===== src/rtl/paced_capture_ring_buffer_assert.svh =====
// assertion helpers, clocked on clk_i and disabled while rst_ni is low
`ifndef PACED_CAPTURE_RING_BUFFER_ASSERT_SVH
`define PACED_CAPTURE_RING_BUFFER_ASSERT_SVH

// same-cycle implication
`define PCRB_ASSERT_NOW(lbl, ante, cons) \
  lbl: assert property (@(posedge clk_i) disable iff (!rst_ni) (ante) |-> (cons)) \
    else $error("paced capture ring check failed");

// next-cycle implication
`define PCRB_ASSERT_NEXT(lbl, ante, cons) \
  lbl: assert property (@(posedge clk_i) disable iff (!rst_ni) (ante) |=> (cons)) \
    else $error("paced capture ring check failed");

`endif


===== src/rtl/pcrb_pkg.sv =====
package pcrb_pkg;

  localparam int unsigned RING_BYTES_DEF = 4096;
  localparam int unsigned Q_DEPTH        = 4;

  localparam int unsigned RATE_W = 18;
  localparam int unsigned SMB_W  = 13;
  localparam int unsigned BUD_W  = 13;
  localparam int unsigned ADD_W  = 15;
  localparam int unsigned EL_W   = 7;
  localparam int unsigned PROD_W = 25;
  localparam int unsigned DIVP_W = 46;
  localparam int unsigned QUO_W  = 16;

  localparam int unsigned ELAPSED_CAP = 100;
  localparam int unsigned RATE_DIV    = 1000;
  localparam int unsigned DIV_SHIFT   = 30;
  localparam int unsigned DIV_MUL     = (1 << DIV_SHIFT) / RATE_DIV;
  localparam logic [7:0]  FLIP_MASK   = 8'h80;

  localparam logic [2:0] REG_FRAME_RATE   = 3'd0;
  localparam logic [2:0] REG_STEREO       = 3'd1;
  localparam logic [2:0] REG_WIDE         = 3'd2;
  localparam logic [2:0] REG_SIGNED       = 3'd3;
  localparam logic [2:0] REG_MAX_BUFFER   = 3'd4;

  typedef enum logic [2:0] {
    CMD_START     = 3'd0,
    CMD_TICK      = 3'd1,
    CMD_PUSH      = 3'd2,
    CMD_SRC_END   = 3'd3,
    CMD_DRAIN     = 3'd4,
    CMD_WR_FAIL   = 3'd5,
    CMD_STOP      = 3'd6
  } cmd_e;

  typedef enum logic [2:0] {
    OP_NONE,
    OP_START,
    OP_TICK,
    OP_PUSH,
    OP_END,
    OP_DRAIN
  } op_e;

  typedef struct packed {
    logic [RATE_W-1:0] frame_rate;
    logic              stereo;
    logic              wide_samples;
    logic              signed_pcm;
    logic [SMB_W-1:0]  pull_limit;
  } cfg_t;

  typedef struct packed {
    op_e              kind;
    logic [ADD_W-1:0] add;
    logic [7:0]       data;
    logic             last;
  } op_t;

  typedef struct packed {
    logic        pull_ready;
    logic        byte_valid;
    logic [7:0]  byte_out;
    logic        dropped;
    logic        active;
    logic        finished;
    logic [31:0] total_data_bytes;
    logic [12:0] fill_level;
  } res_t;

endpackage


===== src/rtl/pcrb_front.sv =====
module pcrb_front import pcrb_pkg::*; (
  input  logic             clk_i,
  input  logic             rst_ni,
  input  cfg_t             cfg_i,
  input  logic             in_valid_i,
  output logic             in_ready_o,
  input  logic [2:0]       cmd_i,
  input  logic [15:0]      elapsed_i,
  input  logic [7:0]       data_i,
  input  logic             last_i,
  input  logic             full_i,
  output logic             push_o,
  output op_t              op_o
);

  typedef struct packed {
    op_e               kind;
    logic [7:0]        data;
    logic              last;
    logic [PROD_W-1:0] prod;
  } st1_t;

  typedef struct packed {
    op_e               kind;
    logic [7:0]        data;
    logic              last;
    logic [PROD_W-1:0] prod;
    logic [QUO_W-1:0]  quo;
  } st2_t;

  logic              s1_valid_q, s2_valid_q;
  st1_t              s1_q, s1_d;
  st2_t              s2_q, s2_d;
  logic              adv;
  logic [EL_W-1:0]   el;
  logic [DIVP_W-1:0] recip;
  logic [PROD_W+1:0] back_mul;
  logic [PROD_W+1:0] rem;
  logic [QUO_W-1:0]  quo_fix;

  assign adv        = !s2_valid_q || !full_i;
  assign in_ready_o = adv;

  // classify, flip the sign bit of 8-bit signed data, and scale the capped tick interval by the sample rate
  always_comb begin
    el = (elapsed_i > 16'(ELAPSED_CAP)) ? EL_W'(ELAPSED_CAP) : elapsed_i[EL_W-1:0];
    s1_d.data = (!cfg_i.wide_samples && cfg_i.signed_pcm) ? (data_i ^ FLIP_MASK) : data_i;
    s1_d.last = last_i;
    s1_d.prod = PROD_W'(el) * PROD_W'(cfg_i.frame_rate);
    case (cmd_e'(cmd_i))
      CMD_START:   s1_d.kind = OP_START;
      CMD_TICK:    s1_d.kind = OP_TICK;
      CMD_PUSH:    s1_d.kind = OP_PUSH;
      CMD_SRC_END: s1_d.kind = OP_END;
      CMD_WR_FAIL: s1_d.kind = OP_END;
      CMD_STOP:    s1_d.kind = OP_END;
      CMD_DRAIN:   s1_d.kind = OP_DRAIN;
      default:     s1_d.kind = OP_NONE;
    endcase
  end

  // reciprocal estimate of prod / 1000, may be one low
  always_comb begin
    recip     = DIVP_W'(s1_q.prod) * DIVP_W'(DIV_MUL);
    s2_d.kind = s1_q.kind;
    s2_d.data = s1_q.data;
    s2_d.last = s1_q.last;
    s2_d.prod = s1_q.prod;
    s2_d.quo  = recip[DIV_SHIFT +: QUO_W];
  end

  // one-step correction
  always_comb begin
    back_mul = (PROD_W+2)'(s2_q.quo) * (PROD_W+2)'(RATE_DIV);
    rem      = (PROD_W+2)'(s2_q.prod) - back_mul;
    quo_fix  = (rem >= (PROD_W+2)'(RATE_DIV)) ? (s2_q.quo + QUO_W'(1)) : s2_q.quo;
    op_o.kind = s2_q.kind;
    op_o.add  = quo_fix[ADD_W-1:0];
    op_o.data = s2_q.data;
    op_o.last = s2_q.last;
  end

  assign push_o = s2_valid_q && !full_i;

  always_ff @(posedge clk_i or negedge rst_ni) begin
    if (!rst_ni) begin
      s1_valid_q <= 1'b0;
      s2_valid_q <= 1'b0;
    end else if (adv) begin
      s1_valid_q <= in_valid_i;
      s2_valid_q <= s1_valid_q;
    end
  end

  always_ff @(posedge clk_i) begin
    if (adv) begin
      s1_q <= s1_d;
      s2_q <= s2_d;
    end
  end

endmodule


===== config.mk =====
export PLATFORM = sky130hd
export DESIGN_NAME = pcrb_front
export DESIGN_NICKNAME = d
export VERILOG_FILES = /design/src/rtl/paced_capture_ring_buffer_assert.svh /design/src/rtl/pcrb_pkg.sv /design/src/rtl/pcrb_front.sv
export SDC_FILE = /design/constraint.sdc
export NUM_CORES = 1
export LEC_CHECK = 0
export BUFFER_PORTS_ARGS = -buffer_cell sky130_fd_sc_hd__clkbuf_2
export CAP_MARGIN = 30
export CORE_AREA = 4 4 276 170
export CTS_BUF_LIST = sky130_fd_sc_hd__clkbuf_16
export DETAILED_ROUTE_END_ITERATION = 6
export DIE_AREA = 0 0 280 174
export PLACE_DENSITY = 0.6
export SLEW_MARGIN = 20
export SYNTH_ARGS = -nofsm -noshare
export SYNTH_HDL_FRONTEND = slang
export SYNTH_SLANG_ARGS = --single-unit

===== constraint.sdc =====
create_clock -name clk_i -period 7.4 [get_ports clk_i]
set_clock_uncertainty 0.15 [all_clocks]
set_input_delay 0.74 -clock clk_i [delete_from_list [all_inputs] [get_ports clk_i]]
set_output_delay 0.74 -clock clk_i [all_outputs]
set_load 0.01 [all_outputs]

==> results of run 1 <==
[stage by stage]
step | utilization | instances | cell area [sq um] | setup slack [ps] | hold WS (ps)
floorplan | - | 1755 | 17580 | 25.86 | 250.3
global placement | 0.4418 | 2533 | 19600 | -498.7 | 250.5
detailed placement | 0.4418 | 2533 | 19600 | -653.0 | 255.2
CTS | 0.4583 | 2567 | 20330 | -577.5 | 275.4
global route | 0.4621 | 2570 | 20500 | -875.1 | 285.2
finish | 0.4621 | 2570 | 20500 | -585.1 | 272.5
[kinds of logic (layout without fill, tap and decap cells)]
family / after synthesis / in the layout
fa+ha+maj: 610 / 610
xor+xnor: 73 / 73
buf+inv: 406 / 632
simple gates: 370 / 370
compound gates: 202 / 202
flops: 89 / 89
mux: 5 / 5
[metal layers]
layer	vias to the layer above	track usage	routed length [microns]
met5	-	0	0
li1	6242	-	-
met2	202	0.2669	17180
met4	0	0.02257	239
met1	6333	0.2762	21800
met3	17	0.02792	1758
[Yosys cell counts, types with 17 or more instances]
cell type and number:
a21o_1 28, a21oi_1 52, and2_1 18, and3_1 40, edfxtp_1 87, fa_1 248, ha_1 362, inv_1 377
nand2_1 130, nand3_1 26, nor2_1 60, nor3_1 32, o21ai_0 28, xnor2_1 56, xor2_1 17
[worst max path at each step]
stage,depth (start not counted),end
3_5_place_dp,28,op_o[17]
5_1_grt,31,op_o[21]
6_report,30,op_o[11]
2_1_floorplan,24,op_o[10]
4_1_cts,30,op_o[11]
3_3_place_gp,31,op_o[17]
[sequential cells by signal, summed over array words and instances, names as in the netlist]
signal,flops
op_o,12
s1_q,37
s2_valid_q,1
s2_q,38
s1_valid_q,1
[timing repair]
item,4_1_cts,5_1_grt
hold buffers,1,0
pin swaps,39,34
gates resized for setup,61,39
hold endpoints to repair,2,0
cloned,0,0
setup endpoints to repair,15,16
buffers inserted,18,3
[layout make-up]
class                      count  area, sq um  area share
multi-input combinational   1260        13730      0.6699
sequential                    89         2663      0.1299
timing repair buffer         239         1647     0.08031
inverter                     377         1415     0.06902
tap                          589        737.0     0.03594
clock buffer                   9        225.2     0.01098
clock inverter                 7        82.58    0.004028
==> flow_summary.ini, run 1 <==
[grt]
grt_pass1_vias = 13776
grt_remaining_overflow = 0
grt_pass1_wl_microns = 70010
grt_max_degree = 59
antenna_found_initial = 0
track_usage = 0.1776

[detailed_routing]
drc = 0
dr.pass1.iters = 5
num_vias = 12794
routedWlPerCell_microns = 15.94
vias_per_cell = 4.978
wl_microns = 40980
first_iter_violations = 712
ant_nets = 0

[timing]
slew_headroom = 0.4378
finalSetupViolCount = 15
fin_ws_ps = -585.1
hold_viol_final = 0
slew_viol_final = 0
finalCritPeriodShare = 1.079
period_needed_ps = 7985
max_freq_ghz = 0.1252
rsz0062_at_grt = true
tightest_slew_ps = 843.2
tns_ps = -8148

[synthesis]
synth_compound_area_frac = 0.07582
yosysTopAreaCellShare = 0.2825
ys_types = 67
synthAdderAreaFrac = 0.5402
synth_edf_count = 87
synth-xor-area-share = 0.03638
yosysTopAreaCell = fa_1
syn_inst = 1755
ys_seq_area_frac = 0.1515
syn-num-nets = 2431
synth.area.top_cells = fa_1, ha_1, edfxtp_1
yosys-mux-area-fraction = 0.003061
synthArstFlopShare = 0.02247
netlist_area_sq_um = 17580
ys_seq_elements = 89
syn_area_per_cell_sq_um = 10.01
yosysWarningCount = 0
synthFlopType = edfxtp_1
synth_top_family_by_area = adder cells
synth_simple_gate_area_frac = 0.1034

[cells_and_area]
drive_above_1_share = 0.1676
final_nets = 2652
layout_commonest_cell = inv_1
nFillCells = 4148
final_cell_mix = inv_1, ha_1, fa_1
areaGrowthSynthToFinish_pct = 16.66
n_antenna_cell = 0

[run_status]
violations = setup timing
status = complete, but fails checks

[setup_path]
r2r-start = s1_q[11]
cpMostUsedCell = buf_6
critPathMaxStageDelay_ps = 500
r2r_cells = 23
r2r_slack_ps = 460
crit_path_start_kind = flop
slowest_stage = fa_1
r2r-end = s2_q[14]
crit_path_end_kind = output pin
worstPathArrival_ps = 7100
crit_path_start = s2_q[1]
path_class = flop to output pin
critPathRequiredTime_ps = 6510
crit_buf_inv = 7
path_max_fanout = 6
path_delay_family = adder cells

[clock_network]
h-tree-depth = 3
clock_path_buffers = 2
cts-root-buf = clkbuf_16
clk-insertion-delay-late_ps = 380
clock-sinks = 89
cts_buffers = 9
clk_pin_slew_ps = 80
cts_tree = built

[placed_design]
gp_congestion = 0.8533
dp_hpwl_microns = 34410
port_buffers = 80

[hold_path]
holdCritStartpoint = s1_q[29]
holdPathEnd = op_o[4]
hp-class = flop to flop
holdPathStages = 0

[floorplan]
die_area_sq_um = 48720
pin_count = 95
dieWidth_microns = 280
core-area_sq_um = 44370
die_h_microns = 174
initial_core_util = 0.3961
rows = 60

[job]
max-cap-violations = 0
Power of run 1 is left out: the tool's default activity adds up to more than one toggle a clock period on the data nets, which glitch-free logic cannot reach.
==> run 2, diff against run 1 <==
- PLACE_DENSITY: 0.6 -> 0.58
- clock period: 7.4 -> 8.1 ns (I/O delays scaled with it)
==> flow_summary.ini, run 2 (same netlist as run 1, synthesis figures left out) <==
[setup_path]
r2r_slack_ps = 760
critPathRequiredTime_ps = 7140
path_class = flop to output pin
crit_path_start_kind = flop
slowest_stage = fa_1
crit_cells = 30
worstPathArrival_ps = 7240
crit_path_end_kind = output pin
critPathMaxStageDelay_ps = 550
r2r-end = s2_q[14]
path_max_fanout = 8
crit_buf_inv = 9
path_delay_family = adder cells
crit_path_start = s2_q[1]
crit_end = op_o[22]
r2r-start = s1_q[10]
cpMostUsedCell = fa_1
r2r_cells = 22

[timing]
hold_viol_final = 0
finalSetupViolCount = 3
finalCritPeriodShare = 1.012
rsz0062_at_grt = true
slew_viol_final = 0
period_needed_ps = 8197
slew_headroom = 0.4251
max_freq_ghz = 0.1220
fin_ws_ps = -97.24
tightest_slew_ps = 862.3
tns_ps = -211.7

[clock_network]
clk_pin_slew_ps = 70
cts_tree = built
cts-root-buf = clkbuf_16
h-tree-depth = 3
cts_buffers = 9
clk-insertion-delay-late_ps = 370
ctsHoldBuffers = 0
clock_path_buffers = 2
clock-sinks = 89

[run_status]
violations = setup timing
status = complete, but fails checks

[placed_design]
port_buffers = 80
gp_congestion = 0.8252
dp_hpwl_microns = 33200
post_dp_cell_area_sq_um = 19200

[grt]
grt_pass1_wl_microns = 68900
grt_pass1_vias = 13249
grt_max_degree = 61
grt_remaining_overflow = 0
track_usage = 0.1753
antenna_found_initial = 0

[cells_and_area]
drive_above_1_share = 0.1406
top_register = s2_q
utilization = 0.4512
final_cell_area_sq_um = 20020
n_antenna_cell = 0
largest_reg_flops = 38
areaGrowthSynthToFinish_pct = 13.90
nFillCells = 4213
final_cell_mix = inv_1, ha_1, fa_1
layout_commonest_cell = inv_1
final_nets = 2592

[detailed_routing]
num_vias = 12447
routedWlPerCell_microns = 15.88
first_iter_violations = 635
dr.pass1.iters = 5
wl_microns = 39860
vias_per_cell = 4.959
ant_nets = 0
drc = 0

[floorplan]
dieWidth_microns = 280
initial_core_util = 0.3961
core-area_sq_um = 44370
die_area_sq_um = 48720
rows = 60
die_h_microns = 174
pin_count = 95

[job]
max-cap-violations = 0

[hold_path]
hp-class = primary input to async pin
-- run 2: area by class of cell --
cell class	instances	area (sq um)	area share
timing repair buffer	179	1187	0.05931
multi-input combinational	1260	13720	0.6851
clock buffer	9	225.2	0.01125
tap	589	737.0	0.03681
clock inverter	7	76.32	0.003813
sequential	89	2663	0.1330
inverter	377	1415	0.07069
-- run 2: stage by stage --
step | hold WS [ps] | setup WS, ps | instances
global placement | 251.3 | -165.0 | 2478
finish | 57.36 | -97.24 | 2510
CTS | 32.59 | -37.17 | 2507
floorplan | 250.3 | 579.6 | 1755
global route | 29.97 | -379.1 | 2510
detailed placement | 256.1 | -227.1 | 2478
-- run 2: worst min-delay path by stage --
stage	end	slack, ps	depth (start not counted)
detailed placement	op_o[8]	260	0
global placement	op_o[3]	250	0
global route	s2_valid_q	30	1
CTS	s2_valid_q	30	1
finish	s2_valid_q	60	1
floorplan	op_o[0]	250	0
-- run 2: repair_timing --
| item | in CTS | in global routing |
|---|---|---|
| setup buffers | 14 | 3 |
| setup endpoints to repair | 15 | 15 |
| pin swaps | 47 | 16 |
| resized for setup | 63 | 35 |
| gates cloned | 1 | 0 |
-- run 2: per-layer routing --
layer  global-route usage  routed length [microns]  vias to the layer above
met4              0.02637                      353                        0
met2               0.2586                    16630                      201
li1                     -                        -                     6121
met3              0.03289                     1784                       28
met1               0.2717                    21100                     6097
met5                    0                        0                        -
Power of run 2 is left out for the same reason.
==> run 3, diff against run 2 <==
--- a/config.mk
+++ b/config.mk
@@ -9,7 +9,7 @@
 export CAP_MARGIN = 30
-export CORE_AREA = 4 4 276 170
+export CORE_AREA = 4 4 303 186
 export CTS_BUF_LIST = sky130_fd_sc_hd__clkbuf_16
 export DETAILED_ROUTE_END_ITERATION = 6
-export DIE_AREA = 0 0 280 174
-export PLACE_DENSITY = 0.58
+export DIE_AREA = 0 0 307 190
+export PLACE_DENSITY = 0.5
 export SLEW_MARGIN = 20
==> constraint.sdc (replaced) <==
create_clock -name clk_i -period 8.1 [get_ports clk_i]
set_clock_uncertainty 0.15 [all_clocks]
set_input_delay 0.405 -clock clk_i [delete_from_list [all_inputs] [get_ports clk_i]]
set_output_delay 0.405 -clock clk_i [all_outputs]
set_load 0.01 [all_outputs]
==> flow_summary.ini, run 3 (same netlist as run 1, synthesis figures left out) <==
[timing]
finalSetupViolCount = 0
max_freq_ghz = 0.1271
slew_viol_final = 0
hold_viol_final = 0
period_needed_ps = 7867
fin_hold_ws_ps = 48.19
fin_ws_ps = 233.0
finalCritPeriodShare = 0.9712
slew_headroom = 0.4302
tns_ps = 0
tightest_slew_ps = 854.7

[grt]
grt_max_degree = 61
grt_pass1_wl_microns = 68450
track_usage = 0.1469
grt_pass1_vias = 12808
antenna_found_initial = 0
grt_remaining_overflow = 0

[setup_path]
cpMostUsedCell = buf_4
r2r_cells = 22
crit_path_end_kind = output pin
worstPathArrival_ps = 7310
crit_buf_inv = 8
path_class = flop to output pin
r2r_slack_ps = 750
path_max_fanout = 8
critPathMaxStageDelay_ps = 570
crit_cells = 30
path_delay_family = adder cells
r2r-end = s2_q[14]
crit_path_start = s2_q[1]
slowest_stage = fa_2
critPathRequiredTime_ps = 7550
r2r-start = s1_q[10]
crit_path_start_kind = flop

[hold_path]
holdPathEnd = s1_q[27]
holdPathStages = 1
holdCritStartpoint = data_i[1]
hp-class = primary input to flop

[cells_and_area]
nFillCells = 5414
multi_input_area_sq_um = 13560
layout_commonest_cell = inv_1
utilization = 0.3673
top_register = s2_q
final_cell_mix = inv_1, ha_1, fa_1
areaGrowthSynthToFinish_pct = 12.00
seqCellArea_sq_um = 2663
n_antenna_cell = 0
final_nets = 2547
drive_above_1_share = 0.1109
largest_reg_flops = 38

[clock_network]
clock_path_buffers = 2
h-tree-depth = 3
clk_pin_slew_ps = 80
clock-sinks = 89
cts-root-buf = clkbuf_16
cts_buffers = 9
cts_tree = built
clk-insertion-delay-late_ps = 370

[detailed_routing]
first_iter_violations = 595
dr.pass1.iters = 5
ant_nets = 0
routedWlPerCell_microns = 15.84
num_vias = 12300
wl_microns = 41020
vias_per_cell = 4.749
drc = 0

[placed_design]
dp_hpwl_microns = 34060
port_buffers = 80
gp_congestion = 0.8222
pre_cts_slack_ps = 205.7

[floorplan]
die_area_sq_um = 58330
core-area_sq_um = 53590
pin_count = 95
initial_core_util = 0.3279
die_h_microns = 190
rows = 66
dieWidth_microns = 307

[run_status]
status = complete, no violations

[job]
max-cap-violations = 0
## run 3: cell types whose count changed in the layout (fill, tap and decap cells not counted), moves of 5 or more
cell	delta
buf_2	-13
buf_4	-43
clkbuf_2	+13
inv_2	-5
## run 3: through the flow
stage	cell area [sq um]	cells
floorplan	17580	1755
global placement	18930	2546
detailed placement	18930	2546
CTS	19320	2570
global route	19690	2590
finish	19690	2590
## run 3: layout make-up
cell class,count,area share
inverter,377,0.07252
sequential,89,0.1353
timing repair buffer,134,0.04259
tap,714,0.04538
multi-input combinational,1260,0.6891
clock buffer,9,0.01144
clock inverter,7,0.003750
## run 3: timing repair
| item | in CTS | in global routing |
|---|---|---|
| setup buffers | 7 | 19 |
| gates cloned | 0 | 1 |
| endpoints found under the hold margin | 2 | 0 |
| hold buffers | 1 | 0 |
| resized for setup | 7 | 47 |
| setup endpoints to repair | 15 | 15 |
| pin swaps | 1 | 26 |
## run 3: per-layer routing
metal	vias to the layer above	part of all wire	GRT usage
met5	-	0	0
met4	0	0.0046	0.01513
met3	15	0.044	0.02659
met2	197	0.40	0.2124
met1	6060	0.55	0.2333
li1	6028	-	-
## run 3: worst max path at each step
stage / end / slack (ps)
finish: op_o[10] / 230
detailed placement: op_o[10] / 210
floorplan: op_o[10] / 980
CTS: op_o[10] / 20
global route: op_o[10] / -30
global placement: op_o[10] / 250
Power of run 3 is left out for the same reason.
