$ cat config.mk
export PLATFORM = sky130hd
export DESIGN_NAME = pcrb_queue
export DESIGN_NICKNAME = d
export VERILOG_FILES = /design/src/rtl/paced_capture_ring_buffer_assert.svh /design/src/rtl/pcrb_pkg.sv /design/src/rtl/pcrb_queue.sv
export SDC_FILE = /design/constraint.sdc
export NUM_CORES = 1
export LEC_CHECK = 0
export ABC_AREA = 1
export BUFFER_PORTS_ARGS = -buffer_cell sky130_fd_sc_hd__buf_2
export CAP_MARGIN = 0
export CORE_MARGIN = 2
export CORE_UTILIZATION = 50
export CTS_CLUSTER_SIZE = 28
export DETAILED_ROUTE_END_ITERATION = 10
export PLACE_DENSITY = 0.7
export SLEW_MARGIN = 20
export SYNTH_ARGS = -nofsm -noshare
export SYNTH_HDL_FRONTEND = slang
export SYNTH_SLANG_ARGS = --single-unit
$ cat constraint.sdc
create_clock -name clk_i -period 1.9 [get_ports clk_i]
set_input_delay 0.38 -clock clk_i [delete_from_list [all_inputs] [get_ports clk_i]]
set_output_delay 0.38 -clock clk_i [all_outputs]
set_load 0.02 [all_outputs]
$ cat src/rtl/paced_capture_ring_buffer_assert.svh
// assertion helpers, clocked on clk_i and disabled while rst_ni is low
`ifndef PACED_CAPTURE_RING_BUFFER_ASSERT_SVH
`define PACED_CAPTURE_RING_BUFFER_ASSERT_SVH

// same-cycle implication
`define PCRB_ASSERT_NOW(lbl, ante, cons) \
  lbl: assert property (@(posedge clk_i) disable iff (!rst_ni) (ante) |-> (cons)) \
    else $error("paced capture ring check failed");

// next-cycle implication
`define PCRB_ASSERT_NEXT(lbl, ante, cons) \
  lbl: assert property (@(posedge clk_i) disable iff (!rst_ni) (ante) |=> (cons)) \
    else $error("paced capture ring check failed");

`endif

$ cat src/rtl/pcrb_pkg.sv
package pcrb_pkg;

  localparam int unsigned RING_BYTES_DEF = 4096;
  localparam int unsigned Q_DEPTH        = 4;

  localparam int unsigned RATE_W = 18;
  localparam int unsigned SMB_W  = 13;
  localparam int unsigned BUD_W  = 13;
  localparam int unsigned ADD_W  = 15;
  localparam int unsigned EL_W   = 7;
  localparam int unsigned PROD_W = 25;
  localparam int unsigned DIVP_W = 46;
  localparam int unsigned QUO_W  = 16;

  localparam int unsigned ELAPSED_CAP = 100;
  localparam int unsigned RATE_DIV    = 1000;
  localparam int unsigned DIV_SHIFT   = 30;
  localparam int unsigned DIV_MUL     = (1 << DIV_SHIFT) / RATE_DIV;
  localparam logic [7:0]  FLIP_MASK   = 8'h80;

  localparam logic [2:0] REG_FRAME_RATE   = 3'd0;
  localparam logic [2:0] REG_STEREO       = 3'd1;
  localparam logic [2:0] REG_WIDE         = 3'd2;
  localparam logic [2:0] REG_SIGNED       = 3'd3;
  localparam logic [2:0] REG_MAX_BUFFER   = 3'd4;

  typedef enum logic [2:0] {
    CMD_START     = 3'd0,
    CMD_TICK      = 3'd1,
    CMD_PUSH      = 3'd2,
    CMD_SRC_END   = 3'd3,
    CMD_DRAIN     = 3'd4,
    CMD_WR_FAIL   = 3'd5,
    CMD_STOP      = 3'd6
  } cmd_e;

  typedef enum logic [2:0] {
    OP_NONE,
    OP_START,
    OP_TICK,
    OP_PUSH,
    OP_END,
    OP_DRAIN
  } op_e;

  typedef struct packed {
    logic [RATE_W-1:0] frame_rate;
    logic              stereo;
    logic              wide_samples;
    logic              signed_pcm;
    logic [SMB_W-1:0]  pull_limit;
  } cfg_t;

  typedef struct packed {
    op_e              kind;
    logic [ADD_W-1:0] add;
    logic [7:0]       data;
    logic             last;
  } op_t;

  typedef struct packed {
    logic        pull_ready;
    logic        byte_valid;
    logic [7:0]  byte_out;
    logic        dropped;
    logic        active;
    logic        finished;
    logic [31:0] total_data_bytes;
    logic [12:0] fill_level;
  } res_t;

endpackage

$ cat src/rtl/pcrb_queue.sv
module pcrb_queue import pcrb_pkg::*; (
  input  logic clk_i,
  input  logic rst_ni,
  input  logic push_i,
  input  op_t  data_i,
  output logic full_o,
  input  logic pop_i,
  output logic empty_o,
  output op_t  data_o
);

  localparam int unsigned PW = $clog2(Q_DEPTH);

  op_t         entries_q [Q_DEPTH];
  logic [PW-1:0] wr_q, rd_q;
  logic [PW:0]   cnt_q;

  assign full_o  = (cnt_q == (PW+1)'(Q_DEPTH));
  assign empty_o = (cnt_q == '0);
  assign data_o  = entries_q[rd_q];

  always_ff @(posedge clk_i or negedge rst_ni) begin
    if (!rst_ni) begin
      wr_q  <= '0;
      rd_q  <= '0;
      cnt_q <= '0;
    end else begin
      if (push_i) begin
        wr_q <= (wr_q == PW'(Q_DEPTH-1)) ? '0 : wr_q + PW'(1);
      end
      if (pop_i) begin
        rd_q <= (rd_q == PW'(Q_DEPTH-1)) ? '0 : rd_q + PW'(1);
      end
      case ({push_i, pop_i})
        2'b10:   cnt_q <= cnt_q + (PW+1)'(1);
        2'b01:   cnt_q <= cnt_q - (PW+1)'(1);
        default: cnt_q <= cnt_q;
      endcase
    end
  end

  always_ff @(posedge clk_i) begin
    if (push_i) begin
      entries_q[wr_q] <= data_i;
    end
  end

endmodule

==> results of run 1 <==
==> through the flow <==
stage	hold slack (ns)	TNS [ns]	worst slack (ns)
final	0.0925	-3.20	-0.140
after global routing	0.0727	-5.59	-0.227
after CTS	0.0724	-3.46	-0.195
after floorplan	0.0844	0	0.298
after detailed placement	0.225	0	0.299
after global placement	0.225	0	0.347
==> power by group through the flow <==
| stage | registers (mW) | clock network [mW] | logic [mW] |
|---|---|---|---|
| after floorplan | 3.43 | 0 | 2.03 |
| after global placement | 3.45 | 0 | 2.85 |
| after detailed placement | 3.46 | 0 | 2.91 |
| after CTS | 3.42 | 3.03 | 3.01 |
| after global routing | 3.47 | 3.14 | 3.59 |
| final | 3.43 | 2.98 | 3.28 |
==> cell usage in the layout, fill, tap and decap left out, types with 3 or more instances in the layout <==
cell	Yosys	routed
sky130_fd_sc_hd__nand2_1	94	94
sky130_fd_sc_hd__clkbuf_16	0	21
sky130_fd_sc_hd__edfxtp_1	108	108
sky130_fd_sc_hd__clkinvlp_4	0	5
sky130_fd_sc_hd__o21ai_0	3	3
sky130_fd_sc_hd__o211ai_2	9	9
sky130_fd_sc_hd__dfrtp_1	7	6
sky130_fd_sc_hd__inv_6	0	3
sky130_fd_sc_hd__inv_1	67	67
sky130_fd_sc_hd__buf_4	1	11
sky130_fd_sc_hd__o211ai_1	45	45
sky130_fd_sc_hd__clkinv_2	0	3
sky130_fd_sc_hd__ha_1	6	6
sky130_fd_sc_hd__buf_2	11	59
==> path summary, 6_finish.rpt <==
path                             from  slack, ns  cells after the start               end
max reg2reg                   wr_q[0]       0.49                      5  entries_q[0][23]
max in group asynchronous      rst_ni       1.48                      2           rd_q[0]
max                           rd_q[0]      -0.14                      6        data_o[25]
min reg2reg                  cnt_q[2]       0.51                      2          cnt_q[2]
min in group asynchronous      rst_ni       0.25                      2          cnt_q[0]
min                        data_i[13]       0.09                      1  entries_q[1][13]
==> flip-flops by register name (all words and copies together) (netlist names) <==
signal	cells
wr_q	2
cnt_q	3
rd_q	2
entries_q	108
==> layer usage <==
layer	vias to the layer above	GRT usage (%)	routed length, um
met5	-	0	0
met4	0	7.80	129
met3	11	5.73	368
met2	65	28.5	4570
met1	1379	21.0	3850
li1	1443	-	-
==> area by class of cell <==
type / count / area [um2]
Clock inverter: 15 / 159
Inverter: 69 / 272
Sequential cell: 115 / 3420
Multi-Input combinational cell: 167 / 961
Tap cell: 111 / 139
Clock buffer: 17 / 414
Timing Repair inverter: 1 / 6.26
Timing Repair Buffer: 80 / 599
Fill cell: 665 / 3220
Antenna cell: 1 / 2.50
==> kinds of logic (layout without fill, tap and decap cells) <==
| logic type | Yosys count | after routing | share of synthesized area [%] |
|---|---|---|---|
| buffers and inverters | 86 | 182 | 7.55 |
| XOR/XNOR | 1 | 1 | 0.185 |
| AO/OA/AOI/OAI | 59 | 59 | 10.0 |
| other | 0 | 1 | 0 |
| adder cells (fa/ha/maj) | 7 | 7 | 2.01 |
| flip-flops | 115 | 115 | 72.2 |
| AND/OR/NAND/NOR | 100 | 100 | 8.06 |
==> what timing repair did <==
action	CTS	global route
hold buffers	1	0
setup buffers	1	0
pin swaps	0	1
resized for setup	3	4
endpoints found under the hold margin	7	0
setup endpoints to repair	27	27
gates cloned	1	7
==> impl_metrics.csv, run 1 <==
group,metric,value,unit
pwr,powerDensity,1620,nW/um2
clock_network,tritoncts,"built",
layout,stdcell_area,5970,um2
logic_synthesis,ys_dominant_reg_cell,"sky130_fd_sc_hd__edfxtp_1",
die,die_h,101,um
logic_synthesis,synth_cells,368,
timing,achievable-frequency,0.490,GHz
logic_synthesis,post_synth.cell_area_avg,12.9,um2
timing,worst_tran_pin_value,0.308,ns
critical_path,crit_path_start_kind,"register",
drt,dr.pass1.iters,4,
logic_synthesis,synth_common_cells,"sky130_fd_sc_hd__edfxtp_1, sky130_fd_sc_hd__nand2_1, sky130_fd_sc_hd__inv_1",
die,io_pins,60,
drt,routed_via_density,5.03,
pwr,power_report.internal_total,6.35,mW
drt,drc,0,
drt,drt_iter0_markers,126,
pwr,portion_of_total_power_attributed_to_combinational_logic,33.9,%
logic_synthesis,synth_async_sr_flop_share,6.09,%
clock_network,clk_pin_slew,0.06,ns
global_route,global_route.usage.total,17.3,%
die,die_width,101,um
drt,vias,2898,
clock_network,root_buffer,"sky130_fd_sc_hd__clkbuf_8",
placement,gp_routability_congestion,0.726,
critical_path,worst-setup-path-type,"register to primary output",
timing,post-route-period-util,107,%
layout,nets,489,
global_route,first_global_vias,2757,
clock_network,num_cts_buffers,17,
drt,ant_nets,0,
timing,setup_viol,27,
timing,setup_repair_after_global_routing_missed_its_margin,"true",
clock_network,htree_num_levels,4,
layout,post_route_cells_drive_above_1_share,26.7,%
placement,hpwl,4890,um
critical_path,critical_path_buf_inv_count,3,
die,start_util,51.5,%
timing,final_hold_violation_count,0,
global_route,global_route_wire_length_before_repair,13100,um
pwr,totalPowerFinal,9.70,mW
logic_synthesis,yosysTopAreaCellShare,68.5,%
status,violations,"setup timing",
timing,final_max_slew_viol_count,0,
drt,drt-wirelength-per-cell,15.5,um
logic_synthesis,part_of_the_yosys_area_used_for_sequential_elements,72.2,%
die,area_inside_the_core_boundary,9200,um2
logic_synthesis,synth.distinct_cells,21,
die,floorplan.die_area,10300,um2
logic_synthesis,synth-warning-count,0,
die,std_cell_rows,35,
pwr,power_switching_share,34.5,%
status,status,"finished, violations left",
critical_path,cell_chain_critical_path,"inv_8, clkbuf_16, nand2_1, o211ai_1, nand2_1, buf_2",
logic_synthesis,synth_edf_count,108,
placement,numPortBuffers,59,
critical_path,critical_path.max_fanout,16,
pwr,total_leakage_power,2.55,nW
logic_synthesis,yosys-top-cells-area,"sky130_fd_sc_hd__edfxtp_1, sky130_fd_sc_hd__nand2_1, sky130_fd_sc_hd__o211ai_1",
pwr,switchingPower,3.35,mW
clock_network,clock_sinks,115,
logic_synthesis,cell_type_with_the_largest_total_area_after_synthesis,"sky130_fd_sc_hd__edfxtp_1",
timing,maxSlewHeadroom,79.5,%
global_route,grt-ovfl-total,0,
layout,final_cell_count_no_fill,576,
placement,dp_cells,533,
clock_network,clockBufferDepth,2,
logic_synthesis,syn_area,4740,um2
job,maxCapViolCount,0,
logic_synthesis,synth.ff_latch_count,115,
critical_path,critical_path.max_stage_delay,0.47,ns
pwr,clock_power_share,30.7,%
pwr,power.sequential.fraction,35.4,%
layout,fin_util,64.9,%
drt,post_detailed_routing_wire_length,8920,um
critical_path,worst_setup_path_end_kind,"primary output",
clock_network,worst_skew_pair.late_latency,0.50,ns
global_route,antenna_found_initial,1,
critical_path,worst_ep_arrival_time,1.66,ns
placement,dpl-instance-area,5190,um2
pwr,peakVddDrop,0.890,mV
critical_path,cp_top_family,"flip-flops",
timing,layout_setup_ws,-0.140,ns
logic_synthesis,syn-num-nets,406,
critical_path,crit_path_top_cell_by_count,"sky130_fd_sc_hd__nand2_1",
global_route,maximum_number_of_pins_on_one_net_before_global_route_repair,46,
timing,clock-skew-final,0.00628,ns
logic_synthesis,yosys.cell_count.top_type,"sky130_fd_sc_hd__edfxtp_1",
timing,min_period,2.04,ns
critical_path,cp_slowest_cell,"sky130_fd_sc_hd__dfrtp_2",
layout,syn2layout_area_growth,26.1,%
critical_path,cp.required,1.52,ns
min_path,hold_class,"primary input to register",
No activity file was read; power rests on OpenSTA's default activity.
==> inputs of run 2 (changes only) <==
==> constraint.sdc (replaced) <==
create_clock -name clk_i -period 1.9 [get_ports clk_i]
set_input_delay 0.285 -clock clk_i [delete_from_list [all_inputs] [get_ports clk_i]]
set_output_delay 0.285 -clock clk_i [all_outputs]
set_load 0.02 [all_outputs]
==> run 2 against run 1 <==
- the run still ends with setup timing left
- clock skew is 0.0032 ns higher
- sequential cell count stayed put
- utilization is 1.7 points higher
- hold slack worse by 0.065 ns
- critical path depth is 1 lower
- final cell count is 3.5% higher
- critical path type unchanged
- largest cell class unchanged
- largest power group unchanged
- highest routed layer unchanged
==> impl_metrics.csv, run 2 (synthesis gave the netlist of run 1 again) <==
group,metric,value,unit
status,status,"finished, violations left",
status,violations,"setup timing",
timing,min_period,1.97,ns
layout,syn2layout_area_growth,29.3,%
critical_path,reg2reg_depth,5,
drt,drt_iter0_markers,98,
timing,summed_negative_setup_slack_over_all_endpoints,-0.503,ns
die,floorplan.die_area,10300,um2
placement,numPortBuffers,59,
clock_network,root_buffer,"sky130_fd_sc_hd__clkbuf_8",
layout,post_route_cells_drive_above_1_share,23.7,%
critical_path,crit_path_start_kind,"register",
layout,layout.cells.most_common_list,"sky130_fd_sc_hd__edfxtp_1, sky130_fd_sc_hd__nand2_1, sky130_fd_sc_hd__inv_1",
drt,ant_nets,0,
global_route,maximum_number_of_pins_on_one_net_before_global_route_repair,38,
clock_network,worst_skew_pair.late_latency,0.52,ns
placement,hpwl,5060,um
die,die_h,101,um
critical_path,worst-setup-path-type,"register to primary output",
critical_path,worst_ep_arrival_time,1.69,ns
drt,drc,0,
layout,layout.cells.most_common,"sky130_fd_sc_hd__edfxtp_1",
pwr,totalPowerFinal,9.66,mW
pwr,clock_power_share,33.4,%
global_route,grt-ovfl-total,0,
clock_network,htree_num_levels,4,
pwr,power.sequential.fraction,35.5,%
global_route,global_route.usage.total,18.6,%
global_route,global_route_wire_length_before_repair,13900,um
layout,final_cell_count_no_fill,596,
clock_network,num_cts_buffers,17,
critical_path,critical_path.max_stage_delay,0.41,ns
clock_network,clock_sinks,115,
die,area_inside_the_core_boundary,9200,um2
timing,worst_tran_pin_value,0.297,ns
critical_path,cp.required,1.62,ns
pwr,peakVddDrop,0.982,mV
pwr,portion_of_total_power_attributed_to_combinational_logic,31.1,%
timing,layout_setup_ws,-0.0708,ns
layout,registers.top_by_ff_count,"entries_q",
pwr,powerDensity,1580,nW/um2
critical_path,cp_top_family,"buffers and inverters",
pwr,total_leakage_power,2.61,nW
layout,largest_register_ff_count,108,
timing,clock-skew-final,0.00953,ns
timing,post-route-period-util,104,%
timing,achievable-frequency,0.507,GHz
die,io_pins,60,
critical_path,path_depth,5,
global_route,first_global_vias,2884,
critical_path,worst_setup_path_end_kind,"primary output",
drt,post_detailed_routing_wire_length,8710,um
placement,dp_cells,534,
pwr,switchingPower,3.23,mW
clock_network,clk_pin_slew,0.05,ns
pwr,power_switching_share,33.5,%
drt,vias,2947,
timing,maxSlewHeadroom,80.2,%
global_route,antenna_found_initial,0,
placement,gp_routability_congestion,0.736,
drt,routed_via_density,4.94,
min_path,hold_class,"primary input to register",
layout,largestRegisters,"entries_q: 108 flops, cnt_q: 3 flops",
layout,insertedDiodeCount,0,
critical_path,cp_slowest_cell,"sky130_fd_sc_hd__dfrtp_1",
timing,setup_repair_after_global_routing_missed_its_margin,"true",
drt,drt-wirelength-per-cell,14.6,um
critical_path,cell_chain_critical_path,"clkinv_4, buf_12, o211ai_1, nand2_1, buf_2",
timing,final_hold_violation_count,0,
clock_network,tritoncts,"built",
die,std_cell_rows,35,
timing,final_max_slew_viol_count,0,
min_path,whs_path_depth,2,
timing,setup_viol,21,
pwr,power_report.internal_total,6.43,mW
drt,dr.pass1.iters,4,
layout,nets,510,
critical_path,critical_path_buf_inv_count,3,
clock_network,clockBufferDepth,2,
die,die_width,101,um
die,start_util,51.5,%
critical_path,critical_path.max_fanout,37,
job,maxCapViolCount,0,
==> run 2: changes by cell type in the layout (fill, tap and decap cells not counted), sizes merged <==
cell	delta
dlygate4sd3	+27
clkinv	+4
inv	-5
bufinv	+2
diode	-1
clkbuf	-4
clkinvlp	-3
==> run 2: area by class of cell <==
type                       instances  area [um2]
multi-input combinational        167         961
timing repair buffer             102         729
tap                              111         139
clock inverter                    14         188
inverter                          69         272
fill                             661        3070
sequential                       115        3420
clock buffer                      18         418
==> run 2: final timing paths <==
check                          from          endpoint  slack, ns
max in group asynchronous    rst_ni           rd_q[1]       1.58
min in group asynchronous    rst_ni          cnt_q[1]       0.14
max reg2reg                 wr_q[0]  entries_q[0][24]       0.51
min                           pop_i           rd_q[0]       0.03
max                         rd_q[0]        data_o[26]      -0.07
min reg2reg                cnt_q[2]          cnt_q[2]       0.51
==> run 2: metrics by stage <==
step	hold WS (ns)	setup WS [ns]	util [%]	area [um2]
2_1_floorplan	-0.0106	0.305	-	4740
3_3_place_gp	0.136	0.320	56.7	5210
3_5_place_dp	0.140	0.268	56.7	5210
4_1_cts	0.0113	-0.0755	66.6	6130
5_1_grt	0.0392	-0.147	66.6	6130
6_report	0.0273	-0.0708	66.6	6130
==> run 2: power by group through the flow <==
| stage | Clock, mW | Sequential, mW | Combinational, mW |
|---|---|---|---|
| after global placement | 0 | 3.45 | 2.88 |
| after floorplan | 0 | 3.43 | 2.03 |
| after CTS | 3.26 | 3.43 | 3.04 |
| final | 3.22 | 3.43 | 3.00 |
| after global routing | 3.38 | 3.47 | 3.34 |
| after detailed placement | 0 | 3.46 | 2.93 |
==> run 2: routing by layer <==
| layer | wire length (um) | GRT usage (%) | up-vias |
|---|---|---|---|
| met4 | 145 | 8.94 | 0 |
| met2 | 4560 | 31.2 | 64 |
| met3 | 382 | 4.90 | 13 |
| met1 | 3620 | 22.4 | 1385 |
| met5 | 0 | 0 | - |
| li1 | - | - | 1485 |
==> run 2: timing repair <==
action | CTS | global route
endpoints found under the hold margin | 115 | 0
gates resized for setup | 5 | 0
endpoints found under the setup margin | 27 | 27
pin swaps | 0 | 2
buffers inserted | 2 | 0
hold buffers | 28 | 0
==> run 2: worst reg2reg max path, stage by stage (launching register included) <==
cell,delay (ns)
sky130_fd_sc_hd__dfrtp_1,0.41
sky130_fd_sc_hd__inv_1,0.11
sky130_fd_sc_hd__ha_1,0.15
sky130_fd_sc_hd__nand2_1,0.05
sky130_fd_sc_hd__inv_1,0.07
sky130_fd_sc_hd__buf_4,0.28
==> inputs of run 3 (changes only) <==
ABC_AREA = 0   (was 1)
PLACE_DENSITY = 0.71   (was 0.7)
clock period = 2 ns   (was 1.9 ns; I/O delays follow)
==> run 3 against run 2 <==
- the flow still finishes with violations (setup timing)
- non-clock buffer count decreased by 1
- count of clock-buffer cells in the layout increased by 2
- global-route usage is 0.28 points higher
- total power shrank 0.28%
- worst setup slack got worse by 0.071 ns
- routed wire length fell by 8.2%
- clock power down 4%
- critical path type unchanged
- largest power group is now combinational cells
==> impl_metrics.csv, run 3 <==
group,metric,value,unit
placement,numPortBuffers,59,
logic_synthesis,synth_adder_area_share,2.20,%
global_route,global_route.usage.total,18.9,%
timing,min_period,2.14,ns
logic_synthesis,synth.ff_latch_count,115,
placement,dpl-instance-area,4800,um2
logic_synthesis,yosys.cell_count.top_type,"sky130_fd_sc_hd__edfxtp_1",
clock_network,tritoncts,"built",
layout,largestRegisters,"entries_q: 108 flops, cnt_q: 3 flops",
timing,final_max_slew_viol_count,0,
timing,maxSlewHeadroom,79.4,%
logic_synthesis,ys_dominant_reg_cell,"sky130_fd_sc_hd__edfxtp_1",
die,area_inside_the_core_boundary,8300,um2
clock_network,clock_sinks,115,
pwr,totalPowerFinal,9.63,mW
logic_synthesis,synthXorXnorAreaFrac,0.608,%
layout,registers.top_by_ff_count,"entries_q",
pwr,peakVddDrop,0.946,mV
global_route,grt-ovfl-total,0,
logic_synthesis,synth_edf_count,108,
placement,hpwl,4580,um
drt,vias,2178,
logic_synthesis,synth_simple_gate_area_share,1.24,%
timing,layout_setup_ws,-0.142,ns
clock_network,htree_num_levels,4,
die,std_cell_rows,33,
die,die_h,97.0,um
timing,worst_tran_pin_value,0.309,ns
logic_synthesis,combinational_family_with_the_most_area_after_synthesis,"multiplexers",
critical_path,critical_path.max_stage_delay,0.51,ns
logic_synthesis,synth_common_cells,"sky130_fd_sc_hd__edfxtp_1, sky130_fd_sc_hd__mux4_2, sky130_fd_sc_hd__dfrtp_1",
layout,stdcell_area,5940,um2
critical_path,cp_slowest_cell,"sky130_fd_sc_hd__mux4_2",
critical_path,crit_path_top_cell_by_count,"sky130_fd_sc_hd__buf_6",
drt,post_detailed_routing_wire_length,7990,um
layout,insertedDiodeCount,0,
placement,dp_cells,349,
global_route,antenna_found_initial,0,
logic_synthesis,cell_type_with_the_largest_total_area_after_synthesis,"sky130_fd_sc_hd__edfxtp_1",
clock_network,num_cts_buffers,17,
critical_path,timing.reg2reg.setup_slack,0.41,ns
pwr,total_leakage_power,2.19,nW
logic_synthesis,synth.distinct_cells,22,
placement,gp_routability_congestion,0.717,
logic_synthesis,yosys-top-cells-area,"sky130_fd_sc_hd__edfxtp_1, sky130_fd_sc_hd__mux4_2, sky130_fd_sc_hd__dfrtp_1",
die,die_width,97.0,um
timing,setup_repair_after_global_routing_missed_its_margin,"true",
global_route,first_global_vias,2417,
min_path,holdPathEnd,"entries_q[3][20]",
critical_path,worst_setup_path_end_kind,"primary output",
logic_synthesis,synth_cells,179,
status,violations,"setup timing",
logic_synthesis,synth.area.mux_share,14.9,%
layout,post_route_cells_drive_above_1_share,44.1,%
clock_network,worst_skew_pair.late_latency,0.51,ns
drt,routed_via_density,5.30,
timing,final_hold_violation_count,0,
layout,largest_register_ff_count,108,
timing,clock-skew-final,0.00623,ns
logic_synthesis,synth-warning-count,0,
drt,ant_nets,0,
pwr,powerDensity,1620,nW/um2
logic_synthesis,part_of_the_yosys_area_used_for_sequential_elements,79.1,%
drt,drt_iter0_markers,130,
layout,final_cell_count_no_fill,411,
global_route,global_route_wire_length_before_repair,12900,um
min_path,whs_path_depth,1,
drt,drt-wirelength-per-cell,19.4,um
critical_path,reg2reg_depth,6,
timing,achievable-frequency,0.467,GHz
placement,dpl_worst_slack,0.359,ns
logic_synthesis,post_synth.cell_area_avg,24.2,um2
logic_synthesis,syn_area,4320,um2
timing,setup_viol,27,
status,status,"finished, violations left",
critical_path,critical_path.reg2reg.endpoint,"rd_q[1]",
critical_path,worst_ep_arrival_time,1.84,ns
min_path,hold_class,"primary input to register",
min_path,timing.hold.worst.start,"data_i[20]",
layout,layout.cells.most_common,"sky130_fd_sc_hd__edfxtp_1",
clock_network,root_buffer,"sky130_fd_sc_hd__clkbuf_8",
critical_path,cp-startpoint,"rd_q[0]",
logic_synthesis,syn-num-nets,217,
clock_network,clk_pin_slew,0.05,ns
job,maxCapViolCount,0,
die,start_util,52.1,%
critical_path,cell_chain_critical_path,"buf_6, buf_16, mux4_2, buf_6",
layout,fillCellCount,519,
layout,layout.cells.most_common_list,"sky130_fd_sc_hd__edfxtp_1, sky130_fd_sc_hd__buf_2, sky130_fd_sc_hd__buf_6",
die,io_pins,60,
drt,dr.pass1.iters,4,
logic_synthesis,synth-compound-area-share,0.231,%
drt,drc,0,
layout,fin_util,71.5,%
logic_synthesis,synth_async_sr_flop_share,6.09,%
critical_path,crit_path_start_kind,"register",
global_route,maximum_number_of_pins_on_one_net_before_global_route_repair,22,
die,floorplan.die_area,9410,um2
critical_path,regToRegStartpoint,"rd_q[0]",
logic_synthesis,yosysTopAreaCellShare,75.0,%
layout,syn2layout_area_growth,37.3,%
timing,post-route-period-util,107,%
clock_network,clockBufferDepth,2,
layout,nets,331,
critical_path,critical_path.max_fanout,6,
critical_path,cp.required,1.70,ns
critical_path,worst-setup-path-type,"register to primary output",
run 3: changes by cell type after synthesis, moves of 4 or more:
cell / previous run / this run
sky130_fd_sc_hd__o211ai_2: 9 / 0
sky130_fd_sc_hd__o211ai_1: 45 / 0
sky130_fd_sc_hd__nand2_1: 94 / 1
sky130_fd_sc_hd__inv_1: 67 / 6
sky130_fd_sc_hd__buf_2: 11 / 3
sky130_fd_sc_hd__and2_1: 0 / 4
sky130_fd_sc_hd__mux4_2: 0 / 26
run 3: layout make-up:
type	instances	area [um2]	share of cell area [%]
well taps	105	131	2.21
multi-input cells	52	826	13.9
inverters	6	22.5	0.379
clock inverters	12	186	3.14
flip-flops and latches	115	3420	57.6
repair buffers	101	926	15.6
clock buffers	20	425	7.17
run 3: worst max-delay path, delay by kind of cell (launching register included):
family / cells / cell delay (ns)
buf+inv: 3 / 0.44
mux: 1 / 0.51
flops: 1 / 0.38
run 3: per-layer routing:
metal	global-route usage [%]	vias to the layer above	part of all wire, %
met4	8.45	0	1.7
met3	6.14	13	5.2
met5	0	-	0
met2	30.1	68	52
li1	-	973	-
met1	23.8	1124	41
run 3: worst max path at each step:
stage	to	cells past startpoint
floorplan	entries_q[0][0]	3
global placement	data_o[17]	3
detailed placement	data_o[17]	3
CTS	data_o[0]	4
global route	data_o[13]	4
finish	data_o[13]	4
run 3: cells by family after synthesis:
logic type / Yosys count
mux: 30
xor+xnor: 3
flops: 115
compound gates: 2
buf+inv: 12
fa+ha+maj: 7
simple gates: 10
run 3: stage by stage:
stage	hold WS, ns	setup TNS, ns
after floorplan	0.00441	0
after global placement	0.142	0
after detailed placement	0.143	0
after CTS	0.000344	-3.73
after global routing	0.000356	-4.80
final	0.0107	-3.33
run 3: power breakdown:
| part | switching (mW) | leakage (nW) | total [mW] | internal (mW) |
|---|---|---|---|---|
| Combinational | 1.57 | 0.823 | 3.30 | 1.73 |
| Clock | 0.969 | 0.291 | 3.10 | 2.13 |
| Sequential | 0.130 | 1.07 | 3.24 | 3.11 |
| Total | 2.67 | 2.19 | 9.63 | 6.96 |
run 3: timing repair:
action,CTS,global route
pin swaps,0,0
hold endpoints to repair,77,4
setup buffers,5,1
cloned,3,0
resized for setup,61,3
hold buffers,21,1
endpoints found under the setup margin,27,27
